File: config.mk
export PLATFORM = sky130hd
export DESIGN_NAME = integer_to_ascii_radix
export DESIGN_NICKNAME = d
export VERILOG_FILES = /design/src/design/i2a_pkg.sv /design/src/design/i2a_div_unit.sv /design/src/design/i2a_digit_buf.sv /design/src/design/integer_to_ascii_radix.sv
export SDC_FILE = /design/constraint.sdc
export NUM_CORES = 1
export LEC_CHECK = 0
export BUFFER_PORTS_ARGS = -buffer_cell sky130_fd_sc_hd__buf_2
export CAP_MARGIN = 20
export CORE_MARGIN = 2
export CORE_UTILIZATION = 68
export DETAILED_ROUTE_END_ITERATION = 12
export PLACE_DENSITY = 0.86
export SLEW_MARGIN = 30
export SYNTH_ARGS = -nofsm -noshare
export SYNTH_HDL_FRONTEND = slang
export SYNTH_HIERARCHICAL = 1
export SYNTH_SLANG_ARGS = --single-unit
File: constraint.sdc
create_clock -name clk -period 33.4 [get_ports clk]
set_input_delay 5.01 -clock clk [delete_from_list [all_inputs] [get_ports clk]]
set_output_delay 5.01 -clock clk [all_outputs]
set_load 0.02 [all_outputs]
File: src/design/i2a_pkg.sv
// Shared types, constants and the digit-to-character function for the
// integer-to-ASCII converter. No dependencies.
`timescale 1ns / 1ps

package i2a_pkg;

  // Width of the word to convert and depth of the digit store.
  localparam int VALUE_WIDTH = 32;
  localparam int STORE_DEPTH = VALUE_WIDTH;
  localparam int RADIX_W     = 6;
  localparam int CHAR_W      = 7;
  localparam int CNT_W       = $clog2(STORE_DEPTH + 1);
  localparam int ADDR_W      = $clog2(STORE_DEPTH);

  // Divider: quotient bits resolved per cycle and divider steps per digit.
  localparam int DIV_BITS_PER_STEP = 8;
  localparam int DIV_STEPS         = VALUE_WIDTH / DIV_BITS_PER_STEP;
  localparam int DIV_CNT_W         = (DIV_STEPS > 1) ? $clog2(DIV_STEPS) : 1;

  localparam logic [RADIX_W-1:0] RADIX_MIN = RADIX_W'(2);
  localparam logic [RADIX_W-1:0] RADIX_MAX = RADIX_W'(36);
  localparam logic [RADIX_W-1:0] RADIX_DEC = RADIX_W'(10);
  localparam logic [RADIX_W-1:0] DIGIT_MAX_DEC = RADIX_W'(9);

  localparam logic [CHAR_W-1:0] CHAR_ZERO    = 7'h30;
  localparam logic [CHAR_W-1:0] CHAR_LOWER_A = 7'h61;
  localparam logic [CHAR_W-1:0] CHAR_MINUS   = 7'h2D;

  typedef struct packed {
    logic [VALUE_WIDTH-1:0] value;
    logic [RADIX_W-1:0]     radix;
  } in_beat_t;

  typedef struct packed {
    logic [CHAR_W-1:0] out_char;
    logic              last;
  } out_beat_t;

  // Divider handshake with the sequencer. The divisor is taken in only with
  // the first digit of a word and kept for the rest of it.
  typedef struct packed {
    logic start;
    logic load_divisor;
  } div_ctrl_t;

  typedef struct packed {
    logic busy;
    logic done;
  } div_status_t;

  // Digit values above nine map to lower-case letters.
  function automatic logic [CHAR_W-1:0] digit_to_char(input logic [RADIX_W-1:0] d);
    logic [CHAR_W-1:0] dc;
    dc = CHAR_W'(d);
    if (d > DIGIT_MAX_DEC) begin
      return CHAR_LOWER_A + dc - CHAR_W'(RADIX_DEC);
    end
    return CHAR_ZERO + dc;
  endfunction

endpackage

File: src/design/i2a_div_unit.sv
// Iterative divider: divides the magnitude by the radix, a fixed number of
// quotient bits per cycle. Depends on i2a_pkg.
`timescale 1ns / 1ps

module i2a_div_unit (
  input  logic                                clk,
  input  logic                                rst_n,
  input  i2a_pkg::div_ctrl_t                  ctrl,
  input  logic [i2a_pkg::VALUE_WIDTH-1:0]     dividend,
  input  logic [i2a_pkg::RADIX_W-1:0]         divisor,
  output i2a_pkg::div_status_t                status,
  output logic [i2a_pkg::VALUE_WIDTH-1:0]     quotient,
  output logic [i2a_pkg::RADIX_W-1:0]         remainder
);

  logic                               busy_r, busy_nxt;
  logic                               done_r, done_nxt;
  logic [i2a_pkg::DIV_CNT_W-1:0]      cnt_r, cnt_nxt;
  logic [i2a_pkg::VALUE_WIDTH-1:0]    quo_r, quo_nxt;
  logic [i2a_pkg::RADIX_W-1:0]        rem_r, rem_nxt;
  logic [i2a_pkg::RADIX_W-1:0]        divisor_r, divisor_nxt;
  logic [i2a_pkg::VALUE_WIDTH-1:0]    quo_step;
  logic [i2a_pkg::RADIX_W-1:0]        rem_step;

  // Restoring division over a group of bits. The partial remainder stays
  // below the divisor, so the trial value needs one extra bit.
  always_comb begin
    logic [i2a_pkg::RADIX_W:0] trial;
    logic [i2a_pkg::RADIX_W:0] diff;
    rem_step = rem_r;
    quo_step = quo_r;
    for (int i = 0; i < i2a_pkg::DIV_BITS_PER_STEP; i++) begin
      trial    = {rem_step, quo_step[i2a_pkg::VALUE_WIDTH-1]};
      quo_step = {quo_step[i2a_pkg::VALUE_WIDTH-2:0], 1'b0};
      diff     = trial - {1'b0, divisor_r};
      if (trial >= {1'b0, divisor_r}) begin
        rem_step    = diff[i2a_pkg::RADIX_W-1:0];
        quo_step[0] = 1'b1;
      end else begin
        rem_step = trial[i2a_pkg::RADIX_W-1:0];
      end
    end
  end

  always_comb begin
    busy_nxt    = busy_r;
    done_nxt    = 1'b0;
    cnt_nxt     = cnt_r;
    quo_nxt     = quo_r;
    rem_nxt     = rem_r;
    divisor_nxt = divisor_r;
    if (ctrl.start) begin
      busy_nxt    = 1'b1;
      cnt_nxt     = '0;
      quo_nxt     = dividend;
      rem_nxt     = '0;
      if (ctrl.load_divisor) begin
        divisor_nxt = divisor;
      end
    end else if (busy_r) begin
      quo_nxt = quo_step;
      rem_nxt = rem_step;
      cnt_nxt = cnt_r + i2a_pkg::DIV_CNT_W'(1);
      if (cnt_r == i2a_pkg::DIV_CNT_W'(i2a_pkg::DIV_STEPS - 1)) begin
        busy_nxt = 1'b0;
        done_nxt = 1'b1;
      end
    end
  end

  always_ff @(posedge clk) begin
    if (!rst_n) begin
      busy_r <= 1'b0;
      done_r <= 1'b0;
      cnt_r  <= '0;
    end else begin
      busy_r <= busy_nxt;
      done_r <= done_nxt;
      cnt_r  <= cnt_nxt;
    end
  end

  always_ff @(posedge clk) begin
    quo_r     <= quo_nxt;
    rem_r     <= rem_nxt;
    divisor_r <= divisor_nxt;
  end

  assign status.busy = busy_r;
  assign status.done = done_r;
  assign quotient    = quo_r;
  assign remainder   = rem_r;

endmodule

File: src/design/i2a_digit_buf.sv
// Digit store: one write port and one registered read port.
// Depends on i2a_pkg.
`timescale 1ns / 1ps

module i2a_digit_buf (
  input  logic                           clk,
  input  logic                           wr_en,
  input  logic [i2a_pkg::ADDR_W-1:0]     wr_addr,
  input  logic [i2a_pkg::RADIX_W-1:0]    wr_data,
  input  logic                           rd_en,
  input  logic [i2a_pkg::ADDR_W-1:0]     rd_addr,
  output logic [i2a_pkg::RADIX_W-1:0]    rd_data
);

  logic [i2a_pkg::RADIX_W-1:0] mem [i2a_pkg::STORE_DEPTH];
  logic [i2a_pkg::RADIX_W-1:0] rd_data_r;

  always_ff @(posedge clk) begin
    if (wr_en) begin
      mem[wr_addr] <= wr_data;
    end
  end

  always_ff @(posedge clk) begin
    if (rd_en) begin
      rd_data_r <= mem[rd_addr];
    end
  end

  assign rd_data = rd_data_r;

endmodule

File: src/design/integer_to_ascii_radix.sv
// Integer to ASCII converter, radix 2 to 36. Top level; uses i2a_pkg,
// i2a_div_unit and i2a_digit_buf.
// Each digit is a remainder of repeated division by the radix; digits are stored and
// sent most significant first, after any leading minus. Zero skips the divider.
// A new word is accepted only once the last character of the previous one has entered
// the output register. Synchronous active-low reset clears the sequencer and the
// output valid; the digit store is not cleared.
`timescale 1ns / 1ps

module integer_to_ascii_radix (
  input  logic               clk,
  input  logic               rst_n,
  input  logic               in_valid,
  output logic               in_stall,
  input  i2a_pkg::in_beat_t  in_data,
  output logic               out_valid,
  input  logic               out_stall,
  output i2a_pkg::out_beat_t out_data
);

  // Sequencer states: wait for a word, divide, emit the sign, then read and
  // emit digits from the most significant one down.
  typedef enum logic [4:0] {
    ST_IDLE = 5'b00001,
    ST_DIV  = 5'b00010,
    ST_SIGN = 5'b00100,
    ST_READ = 5'b01000,
    ST_LOAD = 5'b10000
  } state_t;

  state_t                            state_r, state_nxt;
  logic [i2a_pkg::CNT_W-1:0]         count_r, count_nxt;
  logic [i2a_pkg::ADDR_W-1:0]        idx_r, idx_nxt;
  logic                              minus_r, minus_nxt;
  logic                              out_valid_r, out_valid_nxt;
  i2a_pkg::out_beat_t                out_data_r, out_data_nxt;

  logic                              in_fire;
  logic                              out_free;
  logic [i2a_pkg::RADIX_W-1:0]       radix_sat;
  logic                              is_neg;
  logic [i2a_pkg::VALUE_WIDTH-1:0]   magnitude;

  i2a_pkg::div_ctrl_t                div_ctrl;
  i2a_pkg::div_status_t              div_status;
  logic [i2a_pkg::VALUE_WIDTH-1:0]   div_dividend;
  logic [i2a_pkg::VALUE_WIDTH-1:0]   div_quotient;
  logic [i2a_pkg::RADIX_W-1:0]       div_remainder;

  logic                              buf_wr_en;
  logic [i2a_pkg::ADDR_W-1:0]        buf_wr_addr;
  logic [i2a_pkg::RADIX_W-1:0]       buf_wr_data;
  logic                              buf_rd_en;
  logic [i2a_pkg::RADIX_W-1:0]       buf_rd_data;

  assign in_stall = (state_r != ST_IDLE);
  assign in_fire  = in_valid && !in_stall;
  // The output register can take a new character when it is empty or its
  // current beat is leaving in this cycle.
  assign out_free = !out_valid_r || !out_stall;

  // Out-of-range radix codes saturate to the nearest legal radix.
  always_comb begin
    radix_sat = in_data.radix;
    if (in_data.radix < i2a_pkg::RADIX_MIN) begin
      radix_sat = i2a_pkg::RADIX_MIN;
    end else if (in_data.radix > i2a_pkg::RADIX_MAX) begin
      radix_sat = i2a_pkg::RADIX_MAX;
    end
  end

  // Only decimal reads the word as signed. Negating in the word width gives
  // the true magnitude of the most negative value as an unsigned number.
  assign is_neg    = (radix_sat == i2a_pkg::RADIX_DEC) &&
                     in_data.value[i2a_pkg::VALUE_WIDTH-1];
  assign magnitude = is_neg ? (~in_data.value + i2a_pkg::VALUE_WIDTH'(1)) : in_data.value;

  always_comb begin
    state_nxt     = state_r;
    count_nxt     = count_r;
    idx_nxt       = idx_r;
    minus_nxt     = minus_r;
    out_valid_nxt = out_valid_r;
    out_data_nxt  = out_data_r;
    div_ctrl      = '0;
    div_dividend  = div_quotient;
    buf_wr_en     = 1'b0;
    buf_wr_addr   = count_r[i2a_pkg::ADDR_W-1:0];
    buf_wr_data   = div_remainder;
    buf_rd_en     = 1'b0;

    if (out_valid_r && !out_stall) begin
      out_valid_nxt = 1'b0;
    end

    case (state_r)
      ST_IDLE: begin
        if (in_fire) begin
          minus_nxt = is_neg;
          if (magnitude == '0) begin
            // Zero is the single digit '0'.
            buf_wr_en   = 1'b1;
            buf_wr_addr = '0;
            buf_wr_data = '0;
            count_nxt   = i2a_pkg::CNT_W'(1);
            state_nxt   = ST_SIGN;
          end else begin
            div_ctrl.start        = 1'b1;
            div_ctrl.load_divisor = 1'b1;
            div_dividend          = magnitude;
            count_nxt             = '0;
            state_nxt             = ST_DIV;
          end
        end
      end
      ST_DIV: begin
        if (div_status.done) begin
          // Store this digit and keep dividing while anything is left.
          buf_wr_en = 1'b1;
          count_nxt = count_r + i2a_pkg::CNT_W'(1);
          if ((div_quotient == '0) ||
              (count_nxt == i2a_pkg::CNT_W'(i2a_pkg::STORE_DEPTH))) begin
            state_nxt = ST_SIGN;
          end else begin
            div_ctrl.start = 1'b1;
          end
        end
      end
      ST_SIGN: begin
        idx_nxt = i2a_pkg::ADDR_W'(count_r - i2a_pkg::CNT_W'(1));
        if (!minus_r) begin
          state_nxt = ST_READ;
        end else if (out_free) begin
          out_data_nxt.out_char = i2a_pkg::CHAR_MINUS;
          out_data_nxt.last     = 1'b0;
          out_valid_nxt         = 1'b1;
          minus_nxt             = 1'b0;
          state_nxt             = ST_READ;
        end
      end
      ST_READ: begin
        buf_rd_en = 1'b1;
        state_nxt = ST_LOAD;
      end
      ST_LOAD: begin
        if (out_free) begin
          out_data_nxt.out_char = i2a_pkg::digit_to_char(buf_rd_data);
          out_data_nxt.last     = (idx_r == '0);
          out_valid_nxt         = 1'b1;
          if (idx_r == '0) begin
            state_nxt = ST_IDLE;
          end else begin
            idx_nxt   = idx_r - i2a_pkg::ADDR_W'(1);
            state_nxt = ST_READ;
          end
        end
      end
      default: begin
        state_nxt = ST_IDLE;
      end
    endcase
  end

  always_ff @(posedge clk) begin
    if (!rst_n) begin
      state_r     <= ST_IDLE;
      count_r     <= '0;
      idx_r       <= '0;
      minus_r     <= 1'b0;
      out_valid_r <= 1'b0;
    end else begin
      state_r     <= state_nxt;
      count_r     <= count_nxt;
      idx_r       <= idx_nxt;
      minus_r     <= minus_nxt;
      out_valid_r <= out_valid_nxt;
    end
  end

  always_ff @(posedge clk) begin
    out_data_r <= out_data_nxt;
  end

  // The radix is taken from the input beat at acceptance only; the divider
  // keeps its own copy for the whole conversion.
  i2a_div_unit u_div (
    .clk       (clk),
    .rst_n     (rst_n),
    .ctrl      (div_ctrl),
    .dividend  (div_dividend),
    .divisor   (radix_sat),
    .status    (div_status),
    .quotient  (div_quotient),
    .remainder (div_remainder)
  );

  i2a_digit_buf u_buf (
    .clk     (clk),
    .wr_en   (buf_wr_en),
    .wr_addr (buf_wr_addr),
    .wr_data (buf_wr_data),
    .rd_en   (buf_rd_en),
    .rd_addr (idx_r),
    .rd_data (buf_rd_data)
  );

  assign out_valid = out_valid_r;
  assign out_data  = out_data_r;

  // The divider only finishes while the sequencer waits for it.
  a_div_done_in_div: assert property (@(posedge clk) disable iff (!rst_n)
    div_status.done |-> (state_r == ST_DIV))
    else $error("divider finished outside the divide state");

  // The digit count never passes the store depth.
  a_count_bound: assert property (@(posedge clk) disable iff (!rst_n)
    count_r <= i2a_pkg::CNT_W'(i2a_pkg::STORE_DEPTH))
    else $error("digit count beyond store depth");

  // An accepted word blocks the input in the following cycle.
  a_busy_after_accept: assert property (@(posedge clk) disable iff (!rst_n)
    in_fire |=> in_stall)
    else $error("input not stalled after acceptance");

  // A minus sign is never the final character of a conversion.
  a_minus_not_last: assert property (@(posedge clk) disable iff (!rst_n)
    (out_valid_r && (out_data_r.out_char == i2a_pkg::CHAR_MINUS)) |-> !out_data_r.last)
    else $error("minus sign flagged as last character");

endmodule

### Word level (Yosys, flattened, before mapping)

Memories as Yosys holds them, arrays and structs flattened. A register that Yosys moved wholly into a read port is not among the register bits.
Cells that the tools add are included.

| operators by class | value |
|---|---|
| $add $sub $neg | 16 |
| magnitude comparators | 11 |
| eq/ne operators | 20 |
| multiplexer cells | 80 |
| bitwise gates (word level) | 3 |
| reduce and logical (&&, ||, !) cells | 24 |

Operators with widths:

| cell | number |
|---|---|
| $mux 32 | 6 |
| $mux 6 | 15 |
| $logic_not 32->1 | 2 |
| $ge 7x6->1 | 8 |
| $mux 5 | 11 |
| $sub 6x6->6 | 8 |
| $add 32x1->32 const B | 1 |
| $not 32->32 | 1 |
| $mux 1 | 31 |
| $pmux 5 s5 | 1 |
| $mux 8 | 3 |
| $ne 2x2->1 const B | 8 |
| $pmux 8 s2 | 1 |
| $mux 7 | 2 |
| $pmux 6 s2 | 1 |
| $pmux 5 s2 | 1 |
| $sub 5x1->5 const B | 2 |
| $pmux 1 s2 | 4 |
| $reduce_and 4->1 | 2 |
| $reduce_bool 2->1 | 4 |
| $add 6x6->7 const A | 1 |
| $add 7x6->7 const A | 1 |
| $sub 7x4->7 const B | 1 |
| $add 6x1->6 const B | 1 |
| other kinds (28) | 38 |

| storage, ports and cells | value |
|---|---|
| register bits | 74 |
| RAM bits | 192 |
| output and inout bits | 10 |
| memories | 1 |

Memory list:

| name | depth | bits a word | rd ports | clocked after Yosys merged registers in | write ports | RTL line | RTL |
|---|---|---|---|---|---|---|---|
| u_buf.mem | 32 | 6 | 1 | 1 | 1 | i2a_digit_buf.sv:15 | `logic [i2a_pkg::RADIX_W-1:0] mem [i2a_pkg::STORE_DEPTH];` |

### Longest topological paths before layout

| logic depth | value |
|---|---|
| depth after elaboration | 18 |
| depth in mapped cells | 81 |
| mapped depth without buffers | 78 |

### By module

The synthesis kept the hierarchy.

By module, submodules not included:

| module | instances | cells each | area an instance (um^2) |
|---|---|---|---|
| i2a_digit_buf | 1 | 323 | 7,649.8 |
| i2a_div_unit | 1 | 468 | 4,648.2 |
| integer_to_ascii_radix | 1 | 470 | 3,490.8 |

### Least setup slack after synthesis

Ideal clock, no wire load.

| path | value |
|---|---|
| path kind | reg-to-reg |
| start | reg u_div/divisor_r[1] (netlist bit) |
| end | reg u_div.quo_r, in the netlist u_div/quotient[0], data pin |
| setup time | 0.260 ns |
| data arrival time | 15.311 ns |
| required time | 33.140 ns |
| slack | 17.830 ns |
| stages on the path, launching flop included | 81 |
| path buffers | 3 |
| cell sequence | edfxtp_1 -> inv_1 -> ha_1 -> a21oi_1 -> o21ai_1 -> a21boi_4 -> mux2_2 -> inv_1 -> ha_1 -> nor2b_1 -> o31ai_1 -> a21o_1 -> and3_1 -> buf_6 -> nor2_1 -> a21oi_1 -> inv_1 -> ha_1 -> [... 45 more ...] -> a21boi_0 -> o21ai_0 -> nand3b_1 -> a21oi_1 -> nand4b_1 -> a2bb2oi_1 -> mux2i_2 -> mux2i_1 -> ha_1 -> a21o_1 -> a21o_1 -> a21o_1 -> a21o_1 -> a211o_1 -> nor2_1 -> o2111a_1 -> nor2_1 -> mux2_2 |

| on the way | value |
|---|---|
| cells in the longest elaborated chain, start to end | 18 |

RTL lines:

| what | RTL line | RTL |
|---|---|---|
| start: declaration | i2a_div_unit.sv:21 | `logic [i2a_pkg::RADIX_W-1:0] divisor_r, divisor_nxt;` |
| start signal: assignment | i2a_div_unit.sv:86 | `divisor_r <= divisor_nxt;` |
| $sub 6x6->6 or $ge 7x6->1 (tied branches) | i2a_div_unit.sv:35, i2a_div_unit.sv:36 |  |
| $mux 6 | i2a_div_unit.sv:36 | `if (trial >= {1'b0, divisor_r}) begin` |
| $sub 6x6->6 or $ge 7x6->1 (tied branches) | i2a_div_unit.sv:35, i2a_div_unit.sv:36 |  |
| $mux 6 | i2a_div_unit.sv:36 |  |
| $sub 6x6->6 or $ge 7x6->1 (tied branches) | i2a_div_unit.sv:35, i2a_div_unit.sv:36 |  |
| $mux 6 | i2a_div_unit.sv:36 |  |
| $sub 6x6->6 or $ge 7x6->1 (tied branches) | i2a_div_unit.sv:35, i2a_div_unit.sv:36 |  |
| $mux 6 | i2a_div_unit.sv:36 |  |
| [... 3 more ...] | n/a |  |
| $mux 6 | i2a_div_unit.sv:36 |  |
| $sub 6x6->6 or $ge 7x6->1 (tied branches) | i2a_div_unit.sv:35, i2a_div_unit.sv:36 |  |
| $mux 6 | i2a_div_unit.sv:36 |  |
| $ge 7x6->1 * | i2a_div_unit.sv:36 |  |
| $mux 1 * | i2a_div_unit.sv:36 |  |
| $mux 32 * | i2a_div_unit.sv:60 | `end else if (busy_r) begin` |
| $mux 32 * | i2a_div_unit.sv:52 | `if (ctrl.start) begin` |
| net u_div.quo_nxt (one bit) | i2a_div_unit.sv:19 | `logic [i2a_pkg::VALUE_WIDTH-1:0] quo_r, quo_nxt;` |
| end signal: assignment | i2a_div_unit.sv:84 | `quo_r <= quo_nxt;` |
| end: declaration | i2a_div_unit.sv:19 |  |

Mark *: on every way through the listed nets, which the timed path passes. The rest lies on a longest branch. The select of a mux whose other input is x is not followed.
A chain may end at the register's enable or synchronous reset.

### Worst setup path after layout

Same ends and word-level chain as after synthesis.

==> results.sh <==
export IMPL_status="finished clean"
export IMPL_postLayoutSetupSlackWorst_ps=15130
export IMPL_drc_errors=0
export IMPL_first_pass_iters=6
export IMPL_fin_tns_setup_ps=0
export IMPL_ios=52
export IMPL_grt_use_met3_pct=4.02
export IMPL_reg2reg_from="u_div/divisor_r[1]"
export IMPL_synth_nets=1368
export IMPL_globalplace_congestion=0.973
export IMPL_worst_pin_slew_ps=803
export IMPL_r2r_end="u_div/quotient[0]"
export IMPL_ctsRootBufferMaster="clkbuf_16"
export IMPL_r2r_setup_slack_ps=15130
export IMPL_use_met1_pct=39.8
export IMPL_areaGrowthSynthToFinish_pct=8.60
export IMPL_worstSetupPathType="reg -> reg"
export IMPL_placed_cells=1552
export IMPL_rsz0062_at_grt="false"
export IMPL_die_width_um=156
export IMPL_setup_viol=0
export IMPL_min_period_over_period_pct=54.7
export IMPL_diodes=0
export IMPL_cpPeakStageDelay_ps=690
export IMPL_core_area_mm2=0.0227
export IMPL_dr_total_vias=11000
export IMPL_endpoint_kind="flop"
export IMPL_vias_per_cell=6.82
export IMPL_syn_cell_area_mm2=0.0158
export IMPL_cts_tree="done"
export IMPL_clock_skew_ps=26.7
export IMPL_cts_sinks=272
export IMPL_critPathLaunchType="flop"
export IMPL_finalHoldViolations=0
export IMPL_holdCritStartpoint="count_r[5]"
export IMPL_grt_pass1_vias=10900
export IMPL_initial_utilization_pct=69.5
export IMPL_worst_path_max_fanout=12
export IMPL_stdcell_count=1605
export IMPL_synth_avg_cell_area_um2=12.5
export IMPL_period_minus_slack_ps=18270
export IMPL_max_cap_violations=0
export IMPL_pre_cts_slack_ps=15420
export IMPL_place_hpwl_mm=25.6
export IMPL_met2_usage_pct=57.1
export IMPL_post_route_util_pct=75.5
export IMPL_crit_buf_inv=6
export IMPL_port_buffers=51
export IMPL_slew_violations=0
export IMPL_drive_gt1_share_pct=20.8
export IMPL_reg2regPathDepth=76
export IMPL_overflow=0
export IMPL_maxSlewHeadroom_pct=46.3
export IMPL_top_usage_layer="met2"
export IMPL_wl_mm=38.4
export IMPL_rows=55
export IMPL_worstPathRequired_ps=33690
export IMPL_ctsResizeCount=0
export IMPL_antenna_left=0
export IMPL_n_fill_cell=1379
export IMPL_finalNetCount=1406
export IMPL_fp_dieH_um=156
export IMPL_drt_initial_drc_count=1032
export IMPL_cts_hold_buffers=0
export IMPL_critPathArrivalTime_ps=18570
export IMPL_postSynthCellCount=1260
export IMPL_cts_buffers=28
export IMPL_path_clk_slew_ps=60
export IMPL_grt_pass1_wl_mm=59.9
export IMPL_cts_htree_levels=1
export IMPL_hold_depth=2
export IMPL_crit_path_top_delay_cell="edfxtp_1"
export IMPL_fmax_mhz=54.7
export IMPL_wire_per_inst_um=23.9
export IMPL_cts_buffer_depth=3
export IMPL_hold_class="reg -> reg"
export IMPL_grt_max_degree=54
export IMPL_antenna_found_initial=0
export IMPL_clk_insertion_delay_late_ps=560
export IMPL_cp_top_family="compound AO/OA/AOI/OAI gates"
export IMPL_die_area_mm2=0.0244
export IMPL_grt_use_total_pct=32.0
export IMPL_hold_path_endpoint="count_r[5]"
export IMPL_yosys_warnings=6
export IMPL_postCtsSetupRepairBufs=0
metal layers:
metal  routed length, um  vias up
met5                   0        -
met4                2070        0
met3                2450      145
met2               19500      554
met1               14400     5336
li1                    -     4916
worst register-to-register path: cells and delay by family (launching register included):
family | cells | cell delay (ps)
and+or+nand+nor | 16 | 2880
DFF | 1 | 690
buffers and inverters | 6 | 840
AOI/OAI and AO/OA | 39 | 8610
adders and majority gates | 8 | 2300
muxes | 7 | 2720
flip-flops by register name (all words and copies together), names as in the netlist, 5 cells and up:
name	count
out_data	8
state_r	5
count_r	6
u_div/quotient	32
idx_r	5
u_div/divisor_r	6
u_buf/rd_data	6
u_buf/mem	192
u_div/remainder	6
stage by stage:
step           hold slack, ps  instance area, um2
3_3_place_gp              480               16200
6_report                  500               17100
5_1_grt                   530               17100
4_1_cts                   499               17100
3_5_place_dp              490               16200
2_1_floorplan             465               15800
layout make-up:
type	instances	area, um2	area share [%]
Clock inverter	15	143	0.832
Sequential cell	272	7890	46.1
Clock buffer	37	764	4.46
Inverter	68	255	1.49
Tap cell	285	357	2.08
Multi-Input combinational cell	867	7380	43.1
Timing Repair Buffer	61	343	2.00
layout by cell type (no fill, tap or decap), types with 32 or more instances in the layout:
master,instances
xnor2_1,32
ha_1,58
mux2i_1,32
nor2_1,102
a21oi_1,48
nand2_1,69
buf_2,51
mux4_2,60
inv_1,68
mux2_2,47
o21ai_0,52
edfxtp_1,244
worst max-delay path by stage:
stage / from / end / slack (ps) / depth (start not counted)
4_1_cts: u_div/divisor_r[1] / u_div/quotient[0] / 15350 / 76
2_1_floorplan: u_div/divisor_r[1] / u_div/quotient[0] / 17830 / 80
3_5_place_dp: u_div/divisor_r[1] / u_div/quotient[0] / 15420 / 76
3_3_place_gp: u_div/divisor_r[1] / u_div/quotient[0] / 16160 / 76
5_1_grt: u_div/divisor_r[1] / u_div/quotient[0] / 13600 / 77
6_report: u_div/divisor_r[1] / u_div/quotient[0] / 15130 / 76
Power is left out: the tool's default activity adds up to more than one toggle a clock period on the data nets, which glitch-free logic cannot reach.
